--- config.mk ---
export PLATFORM = sky130hd
export DESIGN_NAME = dofc_blend
export DESIGN_NICKNAME = d
export VERILOG_FILES = /design/src/dofc_pkg.sv /design/src/dofc_blend.sv
export SDC_FILE = /design/constraint.sdc
export NUM_CORES = 1
export LEC_CHECK = 0
export ABC_AREA = 1
export BUFFER_PORTS_ARGS = -buffer_cell sky130_fd_sc_hd__buf_2
export CORE_MARGIN = 2
export CORE_UTILIZATION = 30
export DETAILED_ROUTE_END_ITERATION = 8
export PLACE_DENSITY = 0.57
export SLEW_MARGIN = 20
export SYNTH_ARGS = -nofsm -noshare
export SYNTH_HDL_FRONTEND = slang
export SYNTH_SLANG_ARGS = --single-unit
--- constraint.sdc ---
create_clock -name aclk -period 17.93 [get_ports aclk]
set_clock_uncertainty 0.2 [all_clocks]
set_input_delay 1.793 -clock aclk [delete_from_list [all_inputs] [get_ports aclk]]
set_output_delay 1.793 -clock aclk [all_outputs]
set_load 0.01 [all_outputs]
--- src/dofc_pkg.sv ---
// Shared types, widths and register codes for the depth-of-field composite core.
// Used by every module under src; depends on nothing else.
`timescale 1ns / 1ps
`default_nettype none

package dofc_pkg;

    // Color channel width (Q0.COLOR_BITS); valid range 8..32.
    localparam int COLOR_BITS  = 16;
    localparam int COC_BITS    = 16;
    localparam int RADIUS_BITS = 16;
    localparam int WEIGHT_BITS = 17;
    localparam int FRAC_BITS   = 16;
    localparam int STRENGTH_BITS = 17;

    // One quotient bit per divider stage.
    localparam int DIV_STAGES = RADIUS_BITS;

    // Smoothstep datapath widths.
    localparam int SQ_BITS   = 2 * WEIGHT_BITS;
    localparam int TQ_BITS   = WEIGHT_BITS + 1;
    localparam int PROD_BITS = SQ_BITS + TQ_BITS;

    // Blend accumulator: signed diff times signed weight plus a << 16.
    localparam int BLEND_ACC_BITS = COLOR_BITS + WEIGHT_BITS + 3;

    localparam logic [WEIGHT_BITS-1:0] ONE_Q16   = WEIGHT_BITS'(65536);
    localparam logic [TQ_BITS-1:0]     SMOOTH_K  = TQ_BITS'(196608);
    localparam logic [PROD_BITS:0]     SMOOTH_RND = (PROD_BITS + 1)'(64'h8000_0000);
    localparam logic signed [BLEND_ACC_BITS-1:0] BLEND_RND = BLEND_ACC_BITS'(32768);

    // Configuration port.
    localparam int CFG_INDEX_BITS = 8;
    localparam int CFG_DATA_BITS  = 32;

    localparam logic [CFG_INDEX_BITS-1:0] REG_MAX_BLUR_RADIUS = CFG_INDEX_BITS'(0);
    localparam logic [CFG_INDEX_BITS-1:0] REG_NEAR_DILATION   = CFG_INDEX_BITS'(1);
    localparam logic [CFG_INDEX_BITS-1:0] REG_EFFECT_STRENGTH = CFG_INDEX_BITS'(2);

    localparam logic [RADIUS_BITS-1:0]   RST_MAX_BLUR_RADIUS = RADIUS_BITS'(2048);
    localparam logic [RADIUS_BITS-1:0]   RST_NEAR_DILATION   = '0;
    localparam logic [STRENGTH_BITS-1:0] RST_EFFECT_STRENGTH = STRENGTH_BITS'(65536);

    // Word traveling through the divider stages.
    typedef struct packed {
        logic [RADIUS_BITS-1:0] rem;
        logic [RADIUS_BITS-1:0] quo;
        logic                   sat;
        logic                   act;
        logic                   neg;
        logic [COLOR_BITS-1:0]  sharp;
        logic [COLOR_BITS-1:0]  near_color;
        logic [COLOR_BITS-1:0]  far_color;
    } div_word_t;

    // Word traveling through the blend stages.
    typedef struct packed {
        logic [COLOR_BITS-1:0]  sharp;
        logic [COLOR_BITS-1:0]  near_color;
        logic [COLOR_BITS-1:0]  far_color;
        logic [WEIGHT_BITS-1:0] wn;
        logic [WEIGHT_BITS-1:0] wf;
    } pix_t;

endpackage

`default_nettype wire

--- src/dofc_blend.sv ---
// One rounded lerp stage: c = (a*(1-t) + b*t + 0.5) in Q0.COLOR_BITS, registered.
// Depends on dofc_pkg.
`timescale 1ns / 1ps
`default_nettype none

module dofc_blend (
    input  wire logic                             aclk,
    input  wire logic                             aresetn,
    input  wire logic                             adv,
    input  wire logic                             in_valid,
    input  wire logic [dofc_pkg::COLOR_BITS-1:0]  a,
    input  wire logic [dofc_pkg::COLOR_BITS-1:0]  b,
    input  wire logic [dofc_pkg::WEIGHT_BITS-1:0] t,
    input  wire dofc_pkg::pix_t                   in_pix,
    output logic                                  out_valid,
    output logic [dofc_pkg::COLOR_BITS-1:0]       out_color,
    output dofc_pkg::pix_t                        out_pix
);

    localparam int ACC = dofc_pkg::BLEND_ACC_BITS;

    logic                              valid_reg;
    logic [dofc_pkg::COLOR_BITS-1:0]   c_reg, c_next;
    dofc_pkg::pix_t                    pix_reg;

    // a*(1-t) + b*t == (a << 16) + (b - a)*t: one signed multiplier.
    always_comb begin
        logic signed [dofc_pkg::COLOR_BITS:0]  diff;
        logic signed [dofc_pkg::WEIGHT_BITS:0] ts;
        logic signed [ACC-1:0]                 acc;
        diff = $signed({1'b0, b}) - $signed({1'b0, a});
        ts   = $signed({1'b0, t});
        acc  = ACC'(diff) * ACC'(ts)
             + $signed(ACC'({a, {dofc_pkg::FRAC_BITS{1'b0}}}))
             + dofc_pkg::BLEND_RND;
        c_next = acc[dofc_pkg::FRAC_BITS +: dofc_pkg::COLOR_BITS];
    end

    always_ff @(posedge aclk) begin
        if (!aresetn) begin
            valid_reg <= 1'b0;
        end else if (adv) begin
            valid_reg <= in_valid;
        end
    end

    always_ff @(posedge aclk) begin
        if (adv) begin
            c_reg   <= c_next;
            pix_reg <= in_pix;
        end
    end

    assign out_valid = valid_reg;
    assign out_color = c_reg;
    assign out_pix   = pix_reg;

endmodule

`default_nettype wire

==> flow_summary.toml <==
[clocking]
h_tree_level_count = 3
clock_tree_from_tritoncts = "built"
clkSlewWorstSetupHoldPaths_ns = 0.07
cts.path.max_buffers = 2
cts.sink_count = 99
clk-insertion-delay-late_ns = 0.34
clock-root-buffer = "sky130_fd_sc_hd__clkbuf_16"
cts-hold-fix-buffers = 0
cts-resized-gates = 0
cts_post_setup_buffers_inserted = 0
tritoncts.num_buffers = 9

[floorplanning]
fp.dieH_um = 220
die_w_um = 220
start_util_pct = 30.3
die_area_sq_um = 48500
i_o_pin_cnt = 234
core.rowCount = 79
design.core.area_sq_um = 46400

[worst_setup_path]
critPathBufInv = 8
cp-end-kind = "flop"
critPathArrivalTime_ns = 8.99
timing_worst_setup_path_type = "primary input to flop"
worst_path_most_repeated_cell = "sky130_fd_sc_hd__inv_1"
crit_fanout = 12
worst_path_max_delay_cell = "sky130_fd_sc_hd__fa_1"
worst_path_dominant_cell_family = "adder cells"
critPathRequiredTime_ns = 17.82
critical-path-max-stage-delay_ns = 0.53
start_kind = "primary input"

[timing]
worst-slew-pin-transition_ns = 0.978
fmax_mhz = 110
final-setup-viol-count = 0
maxSlewViolCount = 0
setup-tns-final_ns = 0
final_hold_viol_count = 0
rsz0062_at_grt = "no"
min_period_ns = 9.10
worst_slew_margin_rel_pct = 34.8
finalCritPeriodShare_pct = 50.8

[cells_and_area]
stdcell_count = 2401
final_cell_mix = "433 x sky130_fd_sc_hd__inv_1, 296 x sky130_fd_sc_hd__nand2_1, 240 x sky130_fd_sc_hd__fa_1"
layout_commonest_cell = "sky130_fd_sc_hd__inv_1"
nNetsFinal = 2297
drive_above_1_share_pct = 15.6
areaGrowthSynthToFinish_pct = 14.9
diodes = 0

[placed_design]
detailed_place_hpwl_um = 35300
post-place-cells = 2385
finalWeightedCongestion = 1.02
port_buffers = 233

[yosys]
synthFlopType = "sky130_fd_sc_hd__edfxtp_1"
mappedNetlistNets = 2087
synth_area_sq_um = 14000
synth-seq-cells = 99
synth.distinct_cells = 41
avgSynthCellArea_sq_um = 8.89
synth_async_sr_flop_share_pct = 0
synth_sequential_area_ratio_pct = 21.1
number_of_enable_flip_flop_cells_after_synthesis = 98
yosys_warnings = 0
postSynthCellCount = 1579

[run]
max_cap_viol_count = 0

[global_routing]
grt_usage_pct = 17.3
initial_antenna_violation_count = 2
grt_pass1_vias = 11500
grt_total_ovfl = 0
grt_pass1_wl_um = 63700
largest_net_degree_at_the_start_of_global_routing = 78

[detailed_routing]
post_detailed_route_count_of_antenna_violating_nets = 0
via_cell_ratio = 4.47
wire_per_inst_um = 17.0
dr_total_vias = 10700
remaining_drc_errors = 0
dr.first_iter.drc_count = 701
first_pass_iters = 7
detail_route.wirelength_um = 40900

[status]
run_status = "finished clean"

[worst_hold_path]
hold_class = "flop to flop"
[flip-flops by register name, summed over array words and instances, names as in the netlist]
register and cells:
out_color 16, out_pix 82, out_valid 1
[path summary, 6_finish.rpt]
check / from / endpoint / slack (ns) / cells after the start
setup / recovery: a[6] / out_color[15] / 8.83 / 34
hold / removal: out_valid / out_valid / 0.34 / 2
setup reg to reg: out_valid / out_valid / 17.07 / 2
hold reg to reg: out_valid / out_valid / 0.34 / 2
[kinds of logic after synthesis]
| logic type | synth area share, % |
|---|---|
| compound gates | 3.24 |
| simple gates | 15.5 |
| xor+xnor | 0.999 |
| flops | 21.1 |
| buf+inv | 13.0 |
| fa+ha+maj | 46.1 |
[Yosys cell counts (8+ instances only)]
cell                       count  share of area, %
sky130_fd_sc_hd__fa_1        240                34
sky130_fd_sc_hd__nand2_1     296               7.9
sky130_fd_sc_hd__xor2_1       13              0.81
sky130_fd_sc_hd__nor2_1      158               4.2
sky130_fd_sc_hd__clkbuf_1     23              0.62
sky130_fd_sc_hd__edfxtp_1     98                21
sky130_fd_sc_hd__inv_1       433                12
sky130_fd_sc_hd__nand3_1      38               1.4
sky130_fd_sc_hd__or2_2         8              0.36
sky130_fd_sc_hd__a21oi_1      39               1.4
sky130_fd_sc_hd__ha_1        133                12
sky130_fd_sc_hd__o21ai_0      16              0.57
sky130_fd_sc_hd__nor3_1        9              0.32
[area by class of cell]
cell class,instances,area (sq um)
timing repair buffer,234,1180
fill,4833,30200
inverter,442,1660
multi-input combinational,1003,9240
clock inverter,7,98.8
clock buffer,9,225
tap,607,759
sequential,99,2960
[through the flow]
stage	hold slack, ns	setup WS, ns	area (sq um)	utilization (%)
after floorplan	0.355	9.89	14000	-
after global placement	0.325	8.50	15800	34.1
after detailed placement	0.338	8.45	15800	34.1
after CTS	0.350	8.81	16100	34.8
after global routing	0.368	8.34	16100	34.8
final	0.341	8.83	16100	34.8
[metal layers]
metal	up-vias	global-route usage (%)	wire, um	share of wire [%]
met1	5196	22.1	17300	42
met2	417	29.8	19400	48
met3	46	2.79	3000	7.3
met5	-	0	13	0.032
met4	2	5.53	1130	2.8
li1	5083	-	-	-
[worst min-delay path: stages, from the launching register on]
cell                      delay, ns
sky130_fd_sc_hd__dfxtp_1       0.31
sky130_fd_sc_hd__o21ai_0       0.15
sky130_fd_sc_hd__a21oi_1       0.04
Power is left out: the tool's default activity adds up to more than one toggle a clock period on the data nets, which glitch-free logic cannot reach.
