==> config.mk <==
export PLATFORM = sky130hd
export DESIGN_NAME = dofc_front
export DESIGN_NICKNAME = d
export VERILOG_FILES = /design/src/dofc_pkg.sv /design/src/dofc_front.sv
export SDC_FILE = /design/constraint.sdc
export NUM_CORES = 1
export LEC_CHECK = 0
export BUFFER_PORTS_ARGS = -buffer_cell sky130_fd_sc_hd__buf_2
export CAP_MARGIN = 20
export CORE_MARGIN = 2
export CORE_UTILIZATION = 52
export CTS_BUF_LIST = sky130_fd_sc_hd__clkbuf_2 sky130_fd_sc_hd__clkbuf_4 sky130_fd_sc_hd__clkbuf_8
export DETAILED_ROUTE_END_ITERATION = 10
export GPL_TIMING_DRIVEN = 0
export PLACE_DENSITY = 0.95
export SETUP_SLACK_MARGIN = 0.5
export SYNTH_ARGS = -nofsm -noshare
export SYNTH_HDL_FRONTEND = slang
export SYNTH_SLANG_ARGS = --single-unit
==> constraint.sdc <==
create_clock -name aclk -period 8 [get_ports aclk]
set_input_delay 0 -clock aclk [delete_from_list [all_inputs] [get_ports aclk]]
set_output_delay 0 -clock aclk [all_outputs]
set_load 0.005 [all_outputs]
==> src/dofc_pkg.sv <==
// Shared types, widths and register codes for the depth-of-field composite core.
// Used by every module under src; depends on nothing else.
`timescale 1ns / 1ps
`default_nettype none

package dofc_pkg;

    // Color channel width (Q0.COLOR_BITS); valid range 8..32.
    localparam int COLOR_BITS  = 16;
    localparam int COC_BITS    = 16;
    localparam int RADIUS_BITS = 16;
    localparam int WEIGHT_BITS = 17;
    localparam int FRAC_BITS   = 16;
    localparam int STRENGTH_BITS = 17;

    // One quotient bit per divider stage.
    localparam int DIV_STAGES = RADIUS_BITS;

    // Smoothstep datapath widths.
    localparam int SQ_BITS   = 2 * WEIGHT_BITS;
    localparam int TQ_BITS   = WEIGHT_BITS + 1;
    localparam int PROD_BITS = SQ_BITS + TQ_BITS;

    // Blend accumulator: signed diff times signed weight plus a << 16.
    localparam int BLEND_ACC_BITS = COLOR_BITS + WEIGHT_BITS + 3;

    localparam logic [WEIGHT_BITS-1:0] ONE_Q16   = WEIGHT_BITS'(65536);
    localparam logic [TQ_BITS-1:0]     SMOOTH_K  = TQ_BITS'(196608);
    localparam logic [PROD_BITS:0]     SMOOTH_RND = (PROD_BITS + 1)'(64'h8000_0000);
    localparam logic signed [BLEND_ACC_BITS-1:0] BLEND_RND = BLEND_ACC_BITS'(32768);

    // Configuration port.
    localparam int CFG_INDEX_BITS = 8;
    localparam int CFG_DATA_BITS  = 32;

    localparam logic [CFG_INDEX_BITS-1:0] REG_MAX_BLUR_RADIUS = CFG_INDEX_BITS'(0);
    localparam logic [CFG_INDEX_BITS-1:0] REG_NEAR_DILATION   = CFG_INDEX_BITS'(1);
    localparam logic [CFG_INDEX_BITS-1:0] REG_EFFECT_STRENGTH = CFG_INDEX_BITS'(2);

    localparam logic [RADIUS_BITS-1:0]   RST_MAX_BLUR_RADIUS = RADIUS_BITS'(2048);
    localparam logic [RADIUS_BITS-1:0]   RST_NEAR_DILATION   = '0;
    localparam logic [STRENGTH_BITS-1:0] RST_EFFECT_STRENGTH = STRENGTH_BITS'(65536);

    // Word traveling through the divider stages.
    typedef struct packed {
        logic [RADIUS_BITS-1:0] rem;
        logic [RADIUS_BITS-1:0] quo;
        logic                   sat;
        logic                   act;
        logic                   neg;
        logic [COLOR_BITS-1:0]  sharp;
        logic [COLOR_BITS-1:0]  near_color;
        logic [COLOR_BITS-1:0]  far_color;
    } div_word_t;

    // Word traveling through the blend stages.
    typedef struct packed {
        logic [COLOR_BITS-1:0]  sharp;
        logic [COLOR_BITS-1:0]  near_color;
        logic [COLOR_BITS-1:0]  far_color;
        logic [WEIGHT_BITS-1:0] wn;
        logic [WEIGHT_BITS-1:0] wf;
    } pix_t;

endpackage

`default_nettype wire

==> src/dofc_front.sv <==
// Input stage: forms the CoC magnitude, decides side and saturation, seeds the divider.
// Depends on dofc_pkg.
`timescale 1ns / 1ps
`default_nettype none

module dofc_front (
    input  wire logic                                 aclk,
    input  wire logic                                 aresetn,
    input  wire logic                                 adv,
    input  wire logic                                 in_valid,
    input  wire logic signed [dofc_pkg::COC_BITS-1:0] coc_size,
    input  wire logic [dofc_pkg::COLOR_BITS-1:0]      sharp_color,
    input  wire logic [dofc_pkg::COLOR_BITS-1:0]      near_blur_color,
    input  wire logic [dofc_pkg::COLOR_BITS-1:0]      far_blur_color,
    input  wire logic [dofc_pkg::RADIUS_BITS-1:0]     max_blur_radius,
    input  wire logic [dofc_pkg::RADIUS_BITS-1:0]     near_dilation,
    output logic                                      out_valid,
    output dofc_pkg::div_word_t                       out_word
);

    logic                 valid_reg;
    dofc_pkg::div_word_t  word_reg;
    dofc_pkg::div_word_t  word_next;

    always_comb begin
        logic [dofc_pkg::COC_BITS-1:0]    raw;
        logic                             neg;
        logic [dofc_pkg::RADIUS_BITS:0]   mag;
        logic [dofc_pkg::RADIUS_BITS:0]   x;
        logic                             act;
        logic                             sat;
        raw = coc_size;
        neg = raw[dofc_pkg::COC_BITS-1];
        // Near magnitude is 1..32768, plus dilation stays within 17 bits.
        mag = (dofc_pkg::RADIUS_BITS + 1)'(17'h10000) - {1'b0, raw} + {1'b0, near_dilation};
        x   = neg ? mag : {1'b0, raw};
        act = (max_blur_radius != '0) && (neg || (raw != '0));
        sat = x >= {1'b0, max_blur_radius};
        word_next.rem        = (act && !sat) ? x[dofc_pkg::RADIUS_BITS-1:0] : '0;
        word_next.quo        = '0;
        word_next.sat        = sat;
        word_next.act        = act;
        word_next.neg        = neg;
        word_next.sharp      = sharp_color;
        word_next.near_color = near_blur_color;
        word_next.far_color  = far_blur_color;
    end

    always_ff @(posedge aclk) begin
        if (!aresetn) begin
            valid_reg <= 1'b0;
        end else if (adv) begin
            valid_reg <= in_valid;
        end
    end

    always_ff @(posedge aclk) begin
        if (adv) begin
            word_reg <= word_next;
        end
    end

    assign out_valid = valid_reg;
    assign out_word  = word_reg;

endmodule

`default_nettype wire

==> summary.txt <==
Layout
  – Commonest non-fill, non-tap cells in the layout: buf_2, edfxtp_1, dlygate4sd3_1, inv_1, ha_1
  – Fillers: 451
  – Total Nets Final: roughly 710
  – Number of inserted diodes: 0
  – Area delta synth->final: 46.9%
  – Design area: about 5600 µm²
  – Commonest non-fill, non-tap cell in the layout: buf_2
  – Share of layout cells above drive strength 1: between 30% and 40%

Setup path
  – CP Cell Sequence: buf_2, ha_1, inv_1, fa_1, a21o_1, a221oi_1, a21oi_1, or3_1, o211ai_1, ha_1, a21o_1, a211oi_1, nor4b_1, a221oi_1, or4b_1, buf_2, buf_6, a211oi_2
  – Slack of the worst reg-to-reg path: around 6.8 ns
  – Worst r2r path cells: 3
  – Critical Path AT: between 4 and 5 ns
  – CP peak stage delay: ~0.50 ns
  – Number of cells on the critical path: 18
  – CP max-delay cell: or4b_1
  – CP startpoint: coc_size[0]
  – CP required: 8.16 ns
  – Crit-path max FO: 10
  – Setup crit end: out_word[69]
  – Crit path kind: in2reg
  – Worst r2r dst: out_valid
  – R2R Path Start: out_valid
  – Crit. End Element: register
  – CP delay by family, top: compound AO/OA/AOI/OAI gates
  – CP Buf/Inv Count: 4
  – Element type at the critical path start: input pin

Placement
  – HPWL Detailed: ~8000 µm
  – IO Port Bufs: between 150 and 200
  – Gpl congestion: between 0.9 and 1
  – Area after DPL: just under 5000 µm²

Timing
  – Number of setup violations in the final report: 0
  – RSZ-0062 raised after global routing: false
  – Fin crit share: between 50 and 60%
  – Final number of hold-violating endpoints: 0
  – Relative slew slack: between 50% and 60%
  – Max frequency: 224 MHz
  – Minimum clock period: around 4.5 ns
  – Fin. max-slew vios: 0
  – Setup TNS: 0 ns
  – WHS: approximately 0.11 ns
  – Final clock skew: 0 ns
  – Measured slew at the worst slew-check pin: 0.660 ns

Yosys
  – Post-synth EDFFs: between 60 and 70
  – Synth Area in Compound Gates: 11.6%
  – Largest family of logic cells by synthesized area: simple AND/OR/NAND/NOR gates
  – Asr flop ratio synth: 0%
  – Cell taking the most area after synthesis: edfxtp_1
  – Post-Synth XOR/XNOR Area: 1.38%
  – Synth top area share: 52.9%
  – Adder-cell share of the synthesized area: about 11%
  – Synth Area per Inst: ~11 µm²
  – Netlist cell types: 52
  – Synth warn: 0
  – Ys flop type: edfxtp_1
  – Post-synthesis mux area share: under 10%
  – Ranking of synthesized cells by area: edfxtp_1, ha_1, inv_1, buf_4, a21oi_1
  – Seq/Total Area, Yosys: 53.4%
  – Post-Syn Area: ~3800 µm²
  – Simple-gate share of the synthesized area: a little over an eighth
  – FF+latch count, synth: 68
  – Post-Syn Instances: approximately 330

Power and ir drop
  – Net Sw Power: around 260 µW
  – P_int: approximately 760 µW
  – Sw frac: approximately a quarter
  – Clock network power share: approximately a third
  – Flop pwr share: about 43%
  – PwrDens: 183 nW/µm²
  – Combinational power share: a little under a quarter
  – Worst vdd rail ir drop: 0.0926 mV
  – Leak: 0.00263 µW
  – Power Total: 1020 µW

Routing
  – Detailed-route via count: around 3.6k
  – Wirelength, routed: 11,300 µm
  – DRT iter0 DRCs: 119
  – Pre-Repair DR Iteration Count: 4
  – Post-route DRC: 0
  – Via density per instance: roughly 5.3
  – Post-DR wirelength/cell: between 15 and 20 µm
  – Post-route ant nets: 0

Hold path
  – Worst hold path type: in2reg

Clock tree
  – CTS max path bufs: 2
  – TritonCTS buffer count: 9
  – Clock transition at the registers of the reported paths: about 0.070 ns
  – Root Buffer: clkbuf_8
  – Sink Count: about 70
  – H-tree depth: 3
  – CTS tree: done
  – Post-CTS sizing: 0
  – Worst-skew pair later-pin latency: 0.33 ns

Global routing
  – Largest net degree at the start of global routing: 47
  – Initial antenna violation count: 0
  – Gr ovfl total: 0
  – Vias in the first global route: about 3.4k
  – Total GRT Usage: between 20 and 30%
  – First-pass GRT wire length: 16,400 µm

Floorplanning
  – Core area: a little over 7000 µm²
  – Die Wd: ~90 µm
  – Initial Utilization: 53.0%
  – Die Ht: 89.6 µm
  – Placement Rows: 31
  – Die area: roughly 8000 µm²
  – I/O Pins: roughly 180

Run status
  – Status: completed

Run
  – Max-cap violations: 0
==> how the worst min path moves through the flow <==
| stage | start | end | slack [ns] | cells after the start |
|---|---|---|---|---|
| floorplan | far_blur_color[0] | out_word[0] | 0.1 | 0 |
| global placement | far_blur_color[11] | out_word[11] | 0.18 | 1 |
| detailed placement | sharp_color[3] | out_word[35] | 0.18 | 1 |
| CTS | coc_size[8] | out_word[75] | 0.09 | 3 |
| global route | coc_size[8] | out_word[75] | 0.12 | 3 |
| finish | coc_size[8] | out_word[75] | 0.11 | 3 |
==> repair_timing <==
item | in CTS | in global routing
endpoints found under the hold margin | 50 | 0
hold buffers | 51 | 0
setup endpoints to repair | 0 | 0
setup buffers | 0 | 0
==> layer usage <==
layer / track usage [%] / part of all wire (%) / vias up
li1: - / - / 1692
met1: 31.2 / 38 / 1668
met2: 50.9 / 53 / 202
met3: 5.54 / 7.8 / 25
met4: 11.0 / 2.0 / 0
met5: 0 / 0 / -
==> cell type report <==
type / instances / area [µm²] / share of cell area (%)
tap: 99 / 124 / 2.22
clock inverter: 7 / 115 / 2.06
clock buffer: 9 / 124 / 2.22
timing repair buffer: 219 / 1370 / 24.4
inverter: 39 / 146 / 2.62
sequential: 68 / 2030 / 36.3
multi-input combinational: 219 / 1530 / 27.4
buffer: 22 / 151 / 2.71
==> cell usage after synthesis, drive strengths merged (3+ instances only) <==
cell type  count
edfxtp        67
inv           39
ha            32
a21oi         23
buf           20
nor2          17
nand2         16
nor2b         11
nor4          10
o21ai          9
a211oi         7
or3            7
a21o           6
nor3           6
nand4          5
nand2b         4
and2           3
mux2i          3
nand3          3
nor4b          3
o211ai         3
xnor2          3
xor2           3
==> state kept, by name (all words and copies together), names as in the netlist <==
| signal | flops |
|---|---|
| out_valid | 1 |
| out_word | 67 |
==> power by group through the flow <==
stage / combinational, µW / sequential (µW) / clock [µW]
floorplan: 115 / 454 / 0
CTS: 240 / 441 / 336
global placement: 210 / 448 / 0
finish: 245 / 443 / 333
detailed placement: 219 / 449 / 0
global route: 272 / 446 / 354
==> kinds of logic (layout without fill, tap and decap cells) <==
| kind of cell | Yosys count | in the layout |
|---|---|---|
| xor gates and xnor gates | 6 | 6 |
| buffers and inverters | 61 | 296 |
| muxes | 5 | 5 |
| AOI/OAI and AO/OA | 66 | 66 |
| and+or+nand+nor | 93 | 93 |
| adders and majority gates | 33 | 33 |
| DFF | 68 | 68 |
| other | 1 | 16 |
==> tightest hold or removal path, stage by stage <==
cell	delay, ns
buf_2	0.12
nand2_1	0.07
a21oi_1	0.07
==> through the flow <==
step | util [%] | setup slack, ns | instances
2_1_floorplan | - | 4.12 | 348
3_3_place_gp | 67.2 | 3.33 | 614
3_5_place_dp | 67.5 | 3.28 | 615
4_1_cts | 77.9 | 3.62 | 682
5_1_grt | 77.9 | 3.21 | 682
6_report | 77.9 | 3.54 | 682
(Power assumes the default switching activity.)
