**config.mk**
```make
export PLATFORM = sky130hd
export DESIGN_NAME = dofc_smooth
export DESIGN_NICKNAME = d
export VERILOG_FILES = /design/src/dofc_pkg.sv /design/src/dofc_smooth.sv
export SDC_FILE = /design/constraint.sdc
export NUM_CORES = 2
export LEC_CHECK = 0
export ABC_CLOCK_PERIOD_IN_PS = 10300
export BUFFER_PORTS_ARGS = -buffer_cell sky130_fd_sc_hd__clkbuf_2
export CAP_MARGIN = 10
export CORE_MARGIN = 10
export CORE_UTILIZATION = 65
export DETAILED_ROUTE_END_ITERATION = 12
export PLACE_DENSITY_LB_ADDON = 0.3
export SETUP_SLACK_MARGIN = 0.02
export SYNTH_ARGS = -nofsm -noshare
export SYNTH_HDL_FRONTEND = slang
export SYNTH_SLANG_ARGS = --single-unit
```
**constraint.sdc**
```tcl
create_clock -name aclk -period 10.3 [get_ports aclk]
set_input_delay 2.06 -clock aclk [delete_from_list [all_inputs] [get_ports aclk]]
set_output_delay 2.06 -clock aclk [all_outputs]
set_load 0.02 [all_outputs]
```
**src/dofc_pkg.sv**
```systemverilog
// Shared types, widths and register codes for the depth-of-field composite core.
// Used by every module under src; depends on nothing else.
`timescale 1ns / 1ps
`default_nettype none

package dofc_pkg;

    // Color channel width (Q0.COLOR_BITS); valid range 8..32.
    localparam int COLOR_BITS  = 16;
    localparam int COC_BITS    = 16;
    localparam int RADIUS_BITS = 16;
    localparam int WEIGHT_BITS = 17;
    localparam int FRAC_BITS   = 16;
    localparam int STRENGTH_BITS = 17;

    // One quotient bit per divider stage.
    localparam int DIV_STAGES = RADIUS_BITS;

    // Smoothstep datapath widths.
    localparam int SQ_BITS   = 2 * WEIGHT_BITS;
    localparam int TQ_BITS   = WEIGHT_BITS + 1;
    localparam int PROD_BITS = SQ_BITS + TQ_BITS;

    // Blend accumulator: signed diff times signed weight plus a << 16.
    localparam int BLEND_ACC_BITS = COLOR_BITS + WEIGHT_BITS + 3;

    localparam logic [WEIGHT_BITS-1:0] ONE_Q16   = WEIGHT_BITS'(65536);
    localparam logic [TQ_BITS-1:0]     SMOOTH_K  = TQ_BITS'(196608);
    localparam logic [PROD_BITS:0]     SMOOTH_RND = (PROD_BITS + 1)'(64'h8000_0000);
    localparam logic signed [BLEND_ACC_BITS-1:0] BLEND_RND = BLEND_ACC_BITS'(32768);

    // Configuration port.
    localparam int CFG_INDEX_BITS = 8;
    localparam int CFG_DATA_BITS  = 32;

    localparam logic [CFG_INDEX_BITS-1:0] REG_MAX_BLUR_RADIUS = CFG_INDEX_BITS'(0);
    localparam logic [CFG_INDEX_BITS-1:0] REG_NEAR_DILATION   = CFG_INDEX_BITS'(1);
    localparam logic [CFG_INDEX_BITS-1:0] REG_EFFECT_STRENGTH = CFG_INDEX_BITS'(2);

    localparam logic [RADIUS_BITS-1:0]   RST_MAX_BLUR_RADIUS = RADIUS_BITS'(2048);
    localparam logic [RADIUS_BITS-1:0]   RST_NEAR_DILATION   = '0;
    localparam logic [STRENGTH_BITS-1:0] RST_EFFECT_STRENGTH = STRENGTH_BITS'(65536);

    // Word traveling through the divider stages.
    typedef struct packed {
        logic [RADIUS_BITS-1:0] rem;
        logic [RADIUS_BITS-1:0] quo;
        logic                   sat;
        logic                   act;
        logic                   neg;
        logic [COLOR_BITS-1:0]  sharp;
        logic [COLOR_BITS-1:0]  near_color;
        logic [COLOR_BITS-1:0]  far_color;
    } div_word_t;

    // Word traveling through the blend stages.
    typedef struct packed {
        logic [COLOR_BITS-1:0]  sharp;
        logic [COLOR_BITS-1:0]  near_color;
        logic [COLOR_BITS-1:0]  far_color;
        logic [WEIGHT_BITS-1:0] wn;
        logic [WEIGHT_BITS-1:0] wf;
    } pix_t;

endpackage

`default_nettype wire

```
**src/dofc_smooth.sv**
```systemverilog
// Smoothstep 3w^2 - 2w^3 in Q1.16 over three register stages; steers it to near or far.
// Depends on dofc_pkg.
`timescale 1ns / 1ps
`default_nettype none

module dofc_smooth (
    input  wire logic                 aclk,
    input  wire logic                 aresetn,
    input  wire logic                 adv,
    input  wire logic                 in_valid,
    input  wire dofc_pkg::div_word_t  in_word,
    output logic                      out_valid,
    output dofc_pkg::pix_t            out_pix
);

    typedef struct packed {
        logic                            neg;
        logic [dofc_pkg::COLOR_BITS-1:0] sharp;
        logic [dofc_pkg::COLOR_BITS-1:0] near_color;
        logic [dofc_pkg::COLOR_BITS-1:0] far_color;
    } col_t;

    logic [2:0]                        valid_reg;
    logic [dofc_pkg::SQ_BITS-1:0]      sq_reg,  sq_next;
    logic [dofc_pkg::TQ_BITS-1:0]      tq_reg,  tq_next;
    logic [dofc_pkg::PROD_BITS-1:0]    prod_reg, prod_next;
    col_t                              col1_reg, col1_next;
    col_t                              col2_reg;
    dofc_pkg::pix_t                    pix_reg, pix_next;

    // Stage 1: pick the weight argument, square it, form 3 - 2w.
    always_comb begin
        logic [dofc_pkg::WEIGHT_BITS-1:0] w;
        if (!in_word.act) begin
            w = '0;
        end else if (in_word.sat) begin
            w = dofc_pkg::ONE_Q16;
        end else begin
            w = {1'b0, in_word.quo};
        end
        sq_next = {{dofc_pkg::WEIGHT_BITS{1'b0}}, w} * {{dofc_pkg::WEIGHT_BITS{1'b0}}, w};
        tq_next = dofc_pkg::SMOOTH_K - {w, 1'b0};
        col1_next.neg        = in_word.neg;
        col1_next.sharp      = in_word.sharp;
        col1_next.near_color = in_word.near_color;
        col1_next.far_color  = in_word.far_color;
    end

    // Stage 2: w^2 * (3 - 2w).
    assign prod_next = {{dofc_pkg::TQ_BITS{1'b0}}, sq_reg}
                     * {{dofc_pkg::SQ_BITS{1'b0}}, tq_reg};

    // Stage 3: round, clamp and steer.
    always_comb begin
        logic [dofc_pkg::PROD_BITS:0]      sum;
        logic [dofc_pkg::PROD_BITS-32:0]   hi;
        logic [dofc_pkg::WEIGHT_BITS-1:0]  s;
        sum = {1'b0, prod_reg} + dofc_pkg::SMOOTH_RND;
        hi  = sum[dofc_pkg::PROD_BITS:32];
        s   = (hi > (dofc_pkg::PROD_BITS - 31)'(dofc_pkg::ONE_Q16)) ? dofc_pkg::ONE_Q16
                                                                  : hi[dofc_pkg::WEIGHT_BITS-1:0];
        pix_next.sharp      = col2_reg.sharp;
        pix_next.near_color = col2_reg.near_color;
        pix_next.far_color  = col2_reg.far_color;
        pix_next.wn         = col2_reg.neg ? s : '0;
        pix_next.wf         = col2_reg.neg ? '0 : s;
    end

    always_ff @(posedge aclk) begin
        if (!aresetn) begin
            valid_reg <= '0;
        end else if (adv) begin
            valid_reg <= {valid_reg[1:0], in_valid};
        end
    end

    always_ff @(posedge aclk) begin
        if (adv) begin
            sq_reg   <= sq_next;
            tq_reg   <= tq_next;
            col1_reg <= col1_next;
            prod_reg <= prod_next;
            col2_reg <= col1_reg;
            pix_reg  <= pix_next;
        end
    end

    assign out_valid = valid_reg[2];
    assign out_pix   = pix_reg;

endmodule

`default_nettype wire

```
==> results.json <==
{
  "status": "finished, final reports clean",
  "syn_inst": 3348,
  "num-fill-cells": 3777,
  "tns_ns": 0,
  "synth_xor_area_share_pct": 2.05,
  "grtUsageMet3_pct": 3.81,
  "synth_cell_types": 69,
  "ys_ff_latch": 253,
  "synth.mux.area_fraction_pct": 0.150,
  "synth-compound-area-share_pct": 3.72,
  "vias": 23300,
  "drt_iter0_drc": 1615,
  "yosys_warnings": 0,
  "initial_core_util_pct": 65.4,
  "cp_slowest_stage_delay_ns": 0.60,
  "slowest_stage": "fa_1",
  "rsz0062_at_grt": "no",
  "start_kind": "input pin",
  "crit_fanout": 10,
  "drcViolationCount": 0,
  "clkSinkCount": 253,
  "nNetsFinal": 4441,
  "hpwl_microns": 59400,
  "cts_root_buf": "clkbuf_16",
  "avgSynthCellArea_sq_um": 10.2,
  "synthAdderAreaFrac_pct": 47.7,
  "ant_nets": 0,
  "critPathTopFamily": "adder cells",
  "grt_use_met1_pct": 32.6,
  "ys_dominant_reg_cell": "edfxtp_1",
  "wl_per_cell_microns": 18.8,
  "use_met2_pct": 44.4,
  "cts_tree": "built",
  "drv_slew": 0,
  "routed_wl_microns": 78100,
  "cts_setup_buffers": 0,
  "ios": 170,
  "synth-seq-area-share_pct": 22.1,
  "maxSlewHeadroom_pct": 9.27,
  "clockBufferDepth": 3,
  "antenna_found_initial": 0,
  "path_common_cell": "fa_1",
  "clock_skew_ns": 0.00951,
  "grt_util_all_layers_pct": 25.8,
  "finalHoldViolCount": 0,
  "syn_to_final_growth_pct": 6.58,
  "setup_viol": 0,
  "worst_slew_pin_slew_ns": 1.36,
  "dieArea_sq_mm": 0.0623,
  "dr.pass1.iters": 7,
  "grt_pass1_wl_microns": 131000,
  "cp_data_required_time_ns": 10.61,
  "diodes": 0,
  "postCtsHoldBufs": 0,
  "synth_top_family_by_area": "adder cells",
  "crit_buf_inv": 6,
  "end_kind": "flop",
  "syn-cell-area_sq_mm": 0.0342,
  "fmax_mhz": 117,
  "io_buffers": 153,
  "multiInputGateArea_sq_mm": 0.0232,
  "synthSimpleGateAreaFrac_pct": 13.8,
  "num_rows": 84,
  "numCtsBuffers": 26,
  "htreeDepth": 1,
  "insertion_delay_ns": 0.56,
  "hold_slack_ns": 0.415,
  "synth-edff-count": 250,
  "arrival_ns": 8.86,
  "path_clk_slew_ns": 0.06,
  "async_reset_ff_share_pct": 0,
  "register_area_sq_mm": 0.00757,
  "grt-ovfl-total": 0,
  "maxCapViolCount": 0,
  "die_h_microns": 250,
  "path_class": "input pin to flop",
  "finalCriticalPeriod_ns": 8.55,
  "drive_above_1_share_pct": 6.85,
  "first_global_vias": 26000,
  "cp_cell_sequence": "clkbuf_2 -> nor2b_4 -> and2_1 -> nand2_1 -> fa_1 -> inv_1 -> fa_1 -> inv_1 -> fa_1 -> inv_1 -> fa_1 -> fa_1 -> inv_1 -> fa_1 -> inv_1 -> ha_1 -> and3_1 -> a221oi_1 -> nand2_1 -> o31ai_2 -> nand4_1 -> a31o_2 -> a21oi_1 -> xnor2_1",
  "largest_reg_flops": 82,
  "grt.busiest_layer": "met2",
  "place.gp.congestion": 0.878,
  "core-area_sq_mm": 0.0523,
  "cts-resized-gates": 0,
  "min_period_over_period_pct": 83.0,
  "die_w_microns": 250,
  "grt_max_degree": 137,
  "hold_class": "flop to flop",
  "vias_per_cell": 5.62
}
-- cells in the mapped netlist, types with 5 or more instances --
master | number | area [sq um]
buf_2 | 5 | 25.0
a21oi_1 | 53 | 265
or3_1 | 9 | 56.3
o21a_1 | 5 | 37.5
clkbuf_1 | 126 | 473
nand2_1 | 404 | 1520
o211ai_1 | 5 | 37.5
nor4_1 | 6 | 37.5
a211oi_1 | 10 | 75.1
and2_1 | 290 | 1810
o21ai_0 | 36 | 180
xor2_1 | 22 | 193
edfxtp_1 | 250 | 7510
fa_1 | 651 | 13000
nor2b_1 | 9 | 56.3
o21bai_1 | 8 | 60.1
and4_1 | 5 | 43.8
nand3_1 | 41 | 205
and3_1 | 62 | 388
a31oi_1 | 10 | 62.6
nand2b_1 | 6 | 37.5
nor3_1 | 11 | 55.1
nand4_1 | 16 | 100
nor2_1 | 79 | 297
ha_1 | 265 | 3320
a21boi_0 | 5 | 37.5
xnor2_1 | 58 | 508
inv_1 | 812 | 3050
a21o_1 | 22 | 165
-- metal layers --
metal / share of wire (%) / up-vias
li1: - / 10300
met1: 39 / 11800
met2: 50 / 960
met3: 7.1 / 194
met4: 3.7 / 0
met5: 0 / -
-- area by class of cell --
type	count	area share (%)
clock buffer	31	1.83
clock inverter	17	0.538
inverter	812	8.35
multi-input combinational	2167	63.5
sequential	253	20.7
tap	688	2.36
timing repair buffer	178	2.64
-- path summary, 6_finish.rpt --
check | startpoint | endpoint | slack (ns) | depth (start not counted)
setup reg to reg | tq_reg[4]$_DFFE_PP_ | prod_reg[38]$_DFFE_PP_ | 2.39 | 20
hold reg to reg | col1_reg[25]$_DFFE_PP_ | col2_reg[25]$_DFFE_PP_ | 0.41 | 0
setup / recovery | in_word[49] | sq_reg[31]$_DFFE_PP_ | 1.75 | 24
hold / removal | col1_reg[25]$_DFFE_PP_ | col2_reg[25]$_DFFE_PP_ | 0.41 | 0
-- layout by cell type, fill, tap and decap left out, drive strengths merged, types with 6 or more instances in the layout --
| master | synthesis | routed |
|---|---|---|
| inv | 812 | 815 |
| fa | 651 | 651 |
| nand2 | 404 | 404 |
| and2 | 291 | 291 |
| ha | 265 | 265 |
| edfxtp | 250 | 250 |
| clkbuf | 128 | 183 |
| nor2 | 79 | 79 |
| and3 | 62 | 62 |
| xnor2 | 58 | 58 |
| a21oi | 54 | 54 |
| nand3 | 41 | 41 |
| o21ai | 39 | 39 |
| buf | 9 | 26 |
| conb | 2 | 23 |
| a21o | 23 | 23 |
| xor2 | 22 | 22 |
| nand4 | 16 | 16 |
| nor3 | 13 | 13 |
| a31oi | 10 | 10 |
| a211oi | 10 | 10 |
| clkinv | 0 | 10 |
| or3 | 9 | 9 |
| nor2b | 9 | 9 |
| o21bai | 8 | 8 |
| nor4 | 7 | 7 |
| nand2b | 6 | 6 |
| o211ai | 6 | 6 |
-- kinds of logic after synthesis --
logic type	count (synthesis)
compound gates	192
xor+xnor	80
fa+ha+maj	916
buf+inv	949
flops	253
mux	5
other cells	2
simple gates	951
-- worst reg2reg max path, cell delays in order, from the launching register on --
cell,delay [ns]
edfxtp_1,1.26
buf_4,0.35
nand2_1,0.09
fa_1,0.52
fa_1,0.51
fa_1,0.52
inv_1,0.06
fa_1,0.48
fa_1,0.49
inv_1,0.05
fa_1,0.52
inv_1,0.05
ha_1,0.30
a21oi_1,0.41
nor2_1,0.16
a2111oi_4,0.37
o211ai_2,0.30
a2111o_1,0.48
a2111o_1,0.45
a31oi_1,0.21
xnor2_1,0.09
-- stage by stage --
| stage | area, sq um | std cells | setup slack [ns] | util (%) |
|---|---|---|---|---|
| 2_1_floorplan | 34300 | 3369 | 1.77 | - |
| 3_3_place_gp | 35600 | 4098 | 1.36 | 68.1 |
| 3_5_place_dp | 35600 | 4098 | 1.26 | 68.1 |
| 4_1_cts | 36500 | 4146 | 1.86 | 69.7 |
| 5_1_grt | 36500 | 4146 | 1.47 | 69.7 |
| 6_report | 36500 | 4146 | 1.75 | 69.7 |
Power is not shown: default switching activity piles up to over one toggle a cycle in this logic, so the estimate is an artifact.
