--- src/dofc_pkg.sv ---
// Shared types, widths and register codes for the depth-of-field composite core.
// Used by every module under src; depends on nothing else.
`timescale 1ns / 1ps
`default_nettype none

package dofc_pkg;

    // Color channel width (Q0.COLOR_BITS); valid range 8..32.
    localparam int COLOR_BITS  = 16;
    localparam int COC_BITS    = 16;
    localparam int RADIUS_BITS = 16;
    localparam int WEIGHT_BITS = 17;
    localparam int FRAC_BITS   = 16;
    localparam int STRENGTH_BITS = 17;

    // One quotient bit per divider stage.
    localparam int DIV_STAGES = RADIUS_BITS;

    // Smoothstep datapath widths.
    localparam int SQ_BITS   = 2 * WEIGHT_BITS;
    localparam int TQ_BITS   = WEIGHT_BITS + 1;
    localparam int PROD_BITS = SQ_BITS + TQ_BITS;

    // Blend accumulator: signed diff times signed weight plus a << 16.
    localparam int BLEND_ACC_BITS = COLOR_BITS + WEIGHT_BITS + 3;

    localparam logic [WEIGHT_BITS-1:0] ONE_Q16   = WEIGHT_BITS'(65536);
    localparam logic [TQ_BITS-1:0]     SMOOTH_K  = TQ_BITS'(196608);
    localparam logic [PROD_BITS:0]     SMOOTH_RND = (PROD_BITS + 1)'(64'h8000_0000);
    localparam logic signed [BLEND_ACC_BITS-1:0] BLEND_RND = BLEND_ACC_BITS'(32768);

    // Configuration port.
    localparam int CFG_INDEX_BITS = 8;
    localparam int CFG_DATA_BITS  = 32;

    localparam logic [CFG_INDEX_BITS-1:0] REG_MAX_BLUR_RADIUS = CFG_INDEX_BITS'(0);
    localparam logic [CFG_INDEX_BITS-1:0] REG_NEAR_DILATION   = CFG_INDEX_BITS'(1);
    localparam logic [CFG_INDEX_BITS-1:0] REG_EFFECT_STRENGTH = CFG_INDEX_BITS'(2);

    localparam logic [RADIUS_BITS-1:0]   RST_MAX_BLUR_RADIUS = RADIUS_BITS'(2048);
    localparam logic [RADIUS_BITS-1:0]   RST_NEAR_DILATION   = '0;
    localparam logic [STRENGTH_BITS-1:0] RST_EFFECT_STRENGTH = STRENGTH_BITS'(65536);

    // Word traveling through the divider stages.
    typedef struct packed {
        logic [RADIUS_BITS-1:0] rem;
        logic [RADIUS_BITS-1:0] quo;
        logic                   sat;
        logic                   act;
        logic                   neg;
        logic [COLOR_BITS-1:0]  sharp;
        logic [COLOR_BITS-1:0]  near_color;
        logic [COLOR_BITS-1:0]  far_color;
    } div_word_t;

    // Word traveling through the blend stages.
    typedef struct packed {
        logic [COLOR_BITS-1:0]  sharp;
        logic [COLOR_BITS-1:0]  near_color;
        logic [COLOR_BITS-1:0]  far_color;
        logic [WEIGHT_BITS-1:0] wn;
        logic [WEIGHT_BITS-1:0] wf;
    } pix_t;

endpackage

`default_nettype wire

--- src/dofc_divider.sv ---
// Restoring divider, one quotient bit per register stage: (x << 16) / max_blur_radius.
// Depends on dofc_pkg.
`timescale 1ns / 1ps
`default_nettype none

module dofc_divider (
    input  wire logic                             aclk,
    input  wire logic                             aresetn,
    input  wire logic                             adv,
    input  wire logic                             in_valid,
    input  wire dofc_pkg::div_word_t              in_word,
    input  wire logic [dofc_pkg::RADIUS_BITS-1:0] max_blur_radius,
    output logic                                  out_valid,
    output dofc_pkg::div_word_t                   out_word
);

    localparam int N = dofc_pkg::DIV_STAGES;

    logic [N-1:0]         valid_reg;
    dofc_pkg::div_word_t  stage_reg  [N];
    dofc_pkg::div_word_t  stage_next [N];

    // Shift in one dividend zero bit, subtract the divisor when it fits.
    function automatic dofc_pkg::div_word_t div_step(
        input dofc_pkg::div_word_t             w,
        input logic [dofc_pkg::RADIUS_BITS-1:0] d
    );
        dofc_pkg::div_word_t              res;
        logic [dofc_pkg::RADIUS_BITS:0]   r2;
        logic [dofc_pkg::RADIUS_BITS:0]   diff;
        logic                             ge;
        res  = w;
        r2   = {w.rem, 1'b0};
        diff = r2 - {1'b0, d};
        ge   = r2 >= {1'b0, d};
        res.rem = ge ? diff[dofc_pkg::RADIUS_BITS-1:0] : r2[dofc_pkg::RADIUS_BITS-1:0];
        res.quo = {w.quo[dofc_pkg::RADIUS_BITS-2:0], ge};
        return res;
    endfunction

    always_comb begin
        stage_next[0] = div_step(in_word, max_blur_radius);
        for (int i = 1; i < N; i++) begin
            stage_next[i] = div_step(stage_reg[i-1], max_blur_radius);
        end
    end

    always_ff @(posedge aclk) begin
        if (!aresetn) begin
            valid_reg <= '0;
        end else if (adv) begin
            valid_reg <= {valid_reg[N-2:0], in_valid};
        end
    end

    always_ff @(posedge aclk) begin
        if (adv) begin
            for (int i = 0; i < N; i++) begin
                stage_reg[i] <= stage_next[i];
            end
        end
    end

    assign out_valid = valid_reg[N-1];
    assign out_word  = stage_reg[N-1];

endmodule

`default_nettype wire

--- config.mk ---
export PLATFORM = sky130hd
export DESIGN_NAME = dofc_divider
export DESIGN_NICKNAME = d
export VERILOG_FILES = /design/src/dofc_pkg.sv /design/src/dofc_divider.sv
export SDC_FILE = /design/constraint.sdc
export NUM_CORES = 1
export LEC_CHECK = 0
export BUFFER_PORTS_ARGS = -buffer_cell sky130_fd_sc_hd__buf_2
export CORE_MARGIN = 2
export CORE_UTILIZATION = 59
export DETAILED_ROUTE_END_ITERATION = 10
export PLACE_DENSITY_LB_ADDON = 0.08
export SLEW_MARGIN = 20
export SYNTH_ARGS = -nofsm -noshare
export SYNTH_HDL_FRONTEND = slang
export SYNTH_SLANG_ARGS = --single-unit
--- constraint.sdc ---
create_clock -name aclk -period 6 [get_ports aclk]
set_clock_uncertainty 0.05 [all_clocks]
set_input_delay 0.6 -clock aclk [delete_from_list [all_inputs] [get_ports aclk]]
set_output_delay 0.6 -clock aclk [all_outputs]
set_load 0.01 [all_outputs]
==> results.cfg, run 1 <==
[run_status]
outcome = completed

[flow_run]
maxCapViolCount = 0

[synth]
synth_edf_count = 1208
ys.flop_type = edfxtp_1
syn-instance-count = 3421
synth_area_um2 = 52100
syn_area_per_cell_um2 = 15.2
synth_warnings = 0
async_flop_share = 0
ys_ff_latch = 1224
seq_area_frac_synth = 0.702
ys_types = 83
synth_nets = 3796

[floorplanning]
rows = 109
initial_core_util = 0.593
die_h_um = 301
dieArea_um2 = 90700
die_w_um = 301
io_pins = 187
coreArea_um2 = 88000

[placement]
gp_congestion = 0.889
place_inst = 4659
dp_hpwl_mm = 58.9
post-place-ws_ns = 1.49
placement.io_buffers = 170

[setup_path]
cp-end-kind = register
r2r_start = stage_reg[1][570]
worstPathMaxFanout = 24
cp.arrival_ns = 4.14
crit_chain = buf_2 > inv_1 > buf_4 > ha_1 > nor2b_1 > o21ai_0 > a21o_1 > nand3_1 > a41oi_1 > a21bo_2 > inv_2 > mux2_2
crit_type = input pin to register
critPathLaunchType = input pin
critPathSlowestCell = buf_2
critPathRequiredTime_ns = 6.38
cp_slowest_stage_delay_ns = 0.58
startpoint = max_blur_radius[1]

[clock_tree]
clkLatencyLatePin_ns = 0.71
clock_sinks = 1224
post_cts_buffers = 0
cts_tree = built
ctsLongestPathBuffers = 3
root_buffer = clkbuf_16
cts_max_level = 3
clkSlewWorstSetupHoldPaths_ns = 0.06
numCtsBuffers = 117

[pwr]
powerDensity_nw_per_um2 = 481
peakVddDrop_mv = 0.356
leakagePower_nw = 21.6

[cells_and_area]
final_net_count = 4033
largest_reg_flops = 1208
drive_gt1_frac = 0.133
area_growth_pct = 11.7
final_common_cell = edfxtp_1
final_cell_mix = 1208 x edfxtp_1, 256 x ha_1, 231 x nand2_1
stdcell_count = 4917

[global_routing]
grt_pass1_vias = 27541
overflow = 0
antenna_found_initial = 2
grt_max_degree = 175
grt_usage = 0.207
grt_pass1_wl_mm = 147

[drt]
post-route-drc-count = 0
drt-total-wl_mm = 94.3
dr.first_iter.drc_count = 2213
routed_via_density = 5.68
vias = 27910
antenna_left = 0
wl_per_cell_um = 19.2
dr.pass1.iters = 6

[min_path]
hold_start = in_word[45]
hold_path_class = input pin to register

[sta]
slew_viol_final = 0
hold_violations = 0
layout_setup_ws_ns = 2.23
fin_setup_tns_ns = 0
fmax_ghz = 0.266
slew_headroom = 0.319
layout_min_cycle_time_ns = 3.77
grt_setup_unrepaired = false
worst_slew_pin_slew_ns = 1.02
fin_crit_sh = 0.628
setup-violations-final = 0
==> layout make-up <==
type / instances / area (µm²)
multi-input cells: 1960 / 14200
well taps: 1165 / 1460
clock buffers: 146 / 3040
diodes: 1 / 2.50
repair buffers: 254 / 1700
fillers: 6075 / 29800
flip-flops and latches: 1224 / 36600
inverters: 101 / 379
clock inverters: 66 / 805
==> layer usage <==
metal	wire length, µm	vias up	share of wire	track usage
li1	-	13463	-	-
met3	5130	191	0.054	0.0395
met4	2790	2	0.030	0.0743
met1	41400	13489	0.44	0.280
met2	45000	765	0.48	0.337
met5	9	-	0.000095	0
==> cells in the mapped netlist, types with 6 or more instances <==
library cell / number / area [µm²]
nand4b_1: 6 / 52.6
mux2i_1: 26 / 260
nand2_1: 231 / 867
nor4_1: 6 / 37.5
o21ai_0: 200 / 1000
and3_1: 15 / 93.8
xnor2_1: 112 / 981
o211ai_1: 19 / 143
a211o_1: 14 / 123
nand3b_1: 8 / 60.1
o21bai_1: 10 / 75.1
nand4_1: 27 / 169
nand3_1: 40 / 200
o21ai_1: 10 / 50.1
clkbuf_1: 25 / 93.8
xor2_1: 70 / 613
fa_1: 16 / 320
edfxtp_1: 1208 / 36300
ha_1: 256 / 3200
mux2_2: 80 / 901
o21a_1: 34 / 255
o31a_1: 6 / 52.6
mux2_4: 6 / 90.1
a21boi_0: 13 / 97.6
a211oi_1: 20 / 150
a22oi_1: 6 / 45.0
dfxtp_1: 16 / 320
a21oi_1: 171 / 856
inv_1: 98 / 368
nor2_1: 138 / 518
o31ai_1: 28 / 210
and2_1: 19 / 119
or3_1: 12 / 75.1
or2_2: 9 / 56.3
nand2b_1: 40 / 250
a21o_1: 68 / 510
buf_2: 16 / 80.1
a31oi_1: 27 / 169
nor2b_1: 58 / 363
nor3_1: 64 / 320
buf_4: 90 / 676
a41o_1: 6 / 60.1
and4_1: 11 / 96.3
==> where the power goes <==
| group | internal, mW | switching [mW] | total (mW) |
|---|---|---|---|
| Combinational | 3.78 | 4.79 | 8.57 |
| Clock | 4.24 | 3.07 | 7.31 |
| Sequential | 11.4 | 0.721 | 12.1 |
==> metrics by stage <==
stage | hold slack, ns | area [µm²] | power, mW | util
after floorplan | 0.350 | 52100 | 18.7 | -
after global placement | 0.350 | 53900 | 20.4 | 0.613
after detailed placement | 0.355 | 53900 | 20.7 | 0.613
after CTS | 0.00250 | 58200 | 28.1 | 0.662
after global routing | 0.0208 | 58200 | 29.6 | 0.662
final | 0.0541 | 58200 | 28.0 | 0.662
==> worst max-delay path, delay by kind of cell <==
family          cells  cell delay [ns]
compound gates      4             1.42
buf+inv             4             1.20
simple gates        2             0.25
mux                 1             0.30
fa+ha+maj           1             0.34
==> path summary, 6_finish.rpt <==
check / endpoint / slack, ns / depth (start not counted)
worst max-delay path: stage_reg[0][245] / 2.23 / 12
worst min-delay path: stage_reg[0][45] / 0.05 / 1
worst max register to register: stage_reg[1][650] / 2.73 / 9
worst min register to register: stage_reg[0][601] / 0.33 / 0
==> logic make-up (layout without fill, tap and decap cells) <==
kind of cell | after synthesis | count (layout) | share of synthesized area
other | 0 | 1 | 0
xor gates and xnor gates | 182 | 182 | 0.0306
muxes | 114 | 114 | 0.0244
AOI/OAI and AO/OA | 694 | 694 | 0.0854
and+or+nand+nor | 698 | 698 | 0.0651
adders and majority gates | 272 | 272 | 0.0676
DFF | 1224 | 1224 | 0.702
buffers and inverters | 237 | 567 | 0.0248
==> what timing repair did <==
action | in CTS | in global routing
endpoints found under the hold margin | 45 | 0
hold buffers | 45 | 0
resized for setup | 0 | 0
Note: power is estimated with default switching activity, not from simulation.
==> run 2, diff against run 1 <==
- ABC_AREA: default -> 1
- CORE_UTILIZATION: 59 -> 56
- clock period: 6 -> 3.3 ns (I/O delays scaled with it)
==> results.cfg, run 2 <==
[floorplanning]
initial_core_util = 0.564
io_pins = 187
coreArea_um2 = 102000
die_h_um = 324
die_w_um = 324
rows = 117
dieArea_um2 = 105000

[synth]
yosysTopAreaCell = edfxtp_1
syn-instance-count = 5293
synth_nets = 5668
synth.most_common_cell = nand2_1
ys_ff_latch = 1224
async_flop_share = 0
synth_warnings = 0
synth_top_area_frac = 0.632
ys_types = 36
synthTopCellsByArea = edfxtp_1 63%, nand2_1 12%, ha_1 5.6%
yosys-top-cells-count = 1804 x nand2_1, 1208 x edfxtp_1, 635 x inv_1
synth_area_um2 = 57400
ys.flop_type = edfxtp_1
seq_area_frac_synth = 0.637
synth_edf_count = 1208
syn_area_per_cell_um2 = 10.8

[cells_and_area]
final_cell_mix = 1804 x nand2_1, 1208 x edfxtp_1, 634 x inv_1
stdcell_count = 7080
final_common_cell = nand2_1
final_net_count = 5985
largest_reg_flops = 1208
multi_input_area_um2 = 17300
diodes = 0
area_growth_pct = 12.6
seqCellArea_um2 = 36600
drive_gt1_frac = 0.108
num-fill-cells = 8025

[global_routing]
antenna_found_initial = 2
overflow = 0
grt_pass1_vias = 33356
grt_max_degree = 103
grt_usage = 0.214
grt_pass1_wl_mm = 175

[sta]
setup-violations-final = 0
worst_slew_pin_slew_ns = 0.725
slew_viol_final = 0
hold_violations = 0
fin_crit_sh = 0.722
whs_ns = 0.0643
fin_setup_tns_ns = 0
layout_setup_ws_ns = 0.918
slew_headroom = 0.517
grt_setup_unrepaired = false
fmax_ghz = 0.420
layout_min_cycle_time_ns = 2.38

[placement]
place_inst = 6787
dp_hpwl_mm = 76.8
gp_congestion = 0.903
placement.io_buffers = 170
post-place-ws_ns = 0.591

[drt]
post-route-drc-count = 0
vias = 35730
antenna_left = 0
dr.pass1.iters = 8
wl_per_cell_um = 16.0
routed_via_density = 5.05
drt-total-wl_mm = 113
dr.first_iter.drc_count = 2794

[setup_path]
startpoint = stage_reg[1][78]
cp.arrival_ns = 2.74
r2r_start = stage_reg[1][78]
crit_type = register to register
reg2reg_to = stage_reg[1][159]
cp-endpoint = stage_reg[1][159]
cp_slowest_stage_delay_ns = 0.43
critPathRequiredTime_ns = 3.66
crit_chain = ha_1 > nand2_1 > nor2_1 > and2_1 > nand2_1 > nand2_4 > inv_4 > nand2_1 > nand2_1
reg2reg_depth = 9
crit_top_cell = nand2_1
worstPathMaxFanout = 18
cp-end-kind = register
critPathLaunchType = register
critPathSlowestCell = ha_1
rrSetupSlack_ns = 0.92

[pwr]
powerDensity_nw_per_um2 = 818
leakagePower_nw = 28.2
peakVddDrop_mv = 0.604
power_mw = 52.9

[flow_run]
maxCapViolCount = 0

[clock_tree]
clock_sinks = 1224
cts_resized = 0
cts_tree = built
clkLatencyLatePin_ns = 0.72
numCtsBuffers = 120
cts_max_level = 3
clkSlewWorstSetupHoldPaths_ns = 0.06
ctsLongestPathBuffers = 3
root_buffer = clkbuf_16

[run_status]
outcome = completed

[min_path]
hold_path_class = input pin to register
[run 2: per-stage QoR]
step | utilization | instance area (µm²)
final | 0.636 | 64700
after floorplan | - | 57400
after CTS | 0.636 | 64700
after global routing | 0.636 | 64700
after global placement | 0.590 | 60000
after detailed placement | 0.590 | 60000
[run 2: power by group]
part,switching [mW],internal (mW),leakage [nW]
combinational,11.6,6.21,14.4
sequential,1.30,20.4,12.0
clock,5.71,7.63,1.91
[run 2: repair_timing]
| action | CTS | global route |
|---|---|---|
| endpoints found under the hold margin | 82 | 0 |
| buffers inserted | 0 | 0 |
| hold buffers | 69 | 0 |
[run 2: worst min path at each step]
stage | end | slack [ns] | startpoint | cells past startpoint
2_1_floorplan | stage_reg[0][100] | 0.35 | stage_reg[0][17] | 0
3_3_place_gp | stage_reg[0][543] | 0.35 | stage_reg[0][460] | 0
3_5_place_dp | stage_reg[0][112] | 0.35 | stage_reg[0][29] | 0
4_1_cts | stage_reg[0][14] | 0.05 | adv | 1
5_1_grt | stage_reg[0][14] | 0.07 | adv | 1
6_report | stage_reg[0][105] | 0.06 | adv | 1
[run 2: cell families after synthesis]
| kind of cell | count (synthesis) | synth area share |
|---|---|---|
| fa+ha+maj | 272 | 0.0614 |
| flops | 1224 | 0.637 |
| buf+inv | 793 | 0.0620 |
| simple gates | 2712 | 0.207 |
| compound gates | 185 | 0.0164 |
| xor+xnor | 107 | 0.0163 |
[run 2: layer usage]
metal / global-route usage / vias to the layer above / share of wire
met5: 0 / - / 0
met4: 0.0742 / 0 / 0.030
met3: 0.0283 / 201 / 0.048
met2: 0.339 / 825 / 0.45
met1: 0.308 / 16491 / 0.47
li1: - / 18213 / -
[run 2: area by class of cell]
| cell class | count | area share |
|---|---|---|
| flip-flops and latches | 1224 | 0.566 |
| well taps | 1368 | 0.0265 |
| clock inverters | 76 | 0.0116 |
| inverters | 652 | 0.0382 |
| multi-input cells | 3276 | 0.267 |
| clock buffers | 148 | 0.0490 |
| repair buffers | 336 | 0.0417 |
[run 2: critical path, delay by kind of cell (launching register included)]
kind	cells	cell delay [ns]
AND/OR/NAND/NOR	7	1.00
adder cells (fa/ha/maj)	1	0.43
flip-flops	1	0.42
buffers and inverters	1	0.14
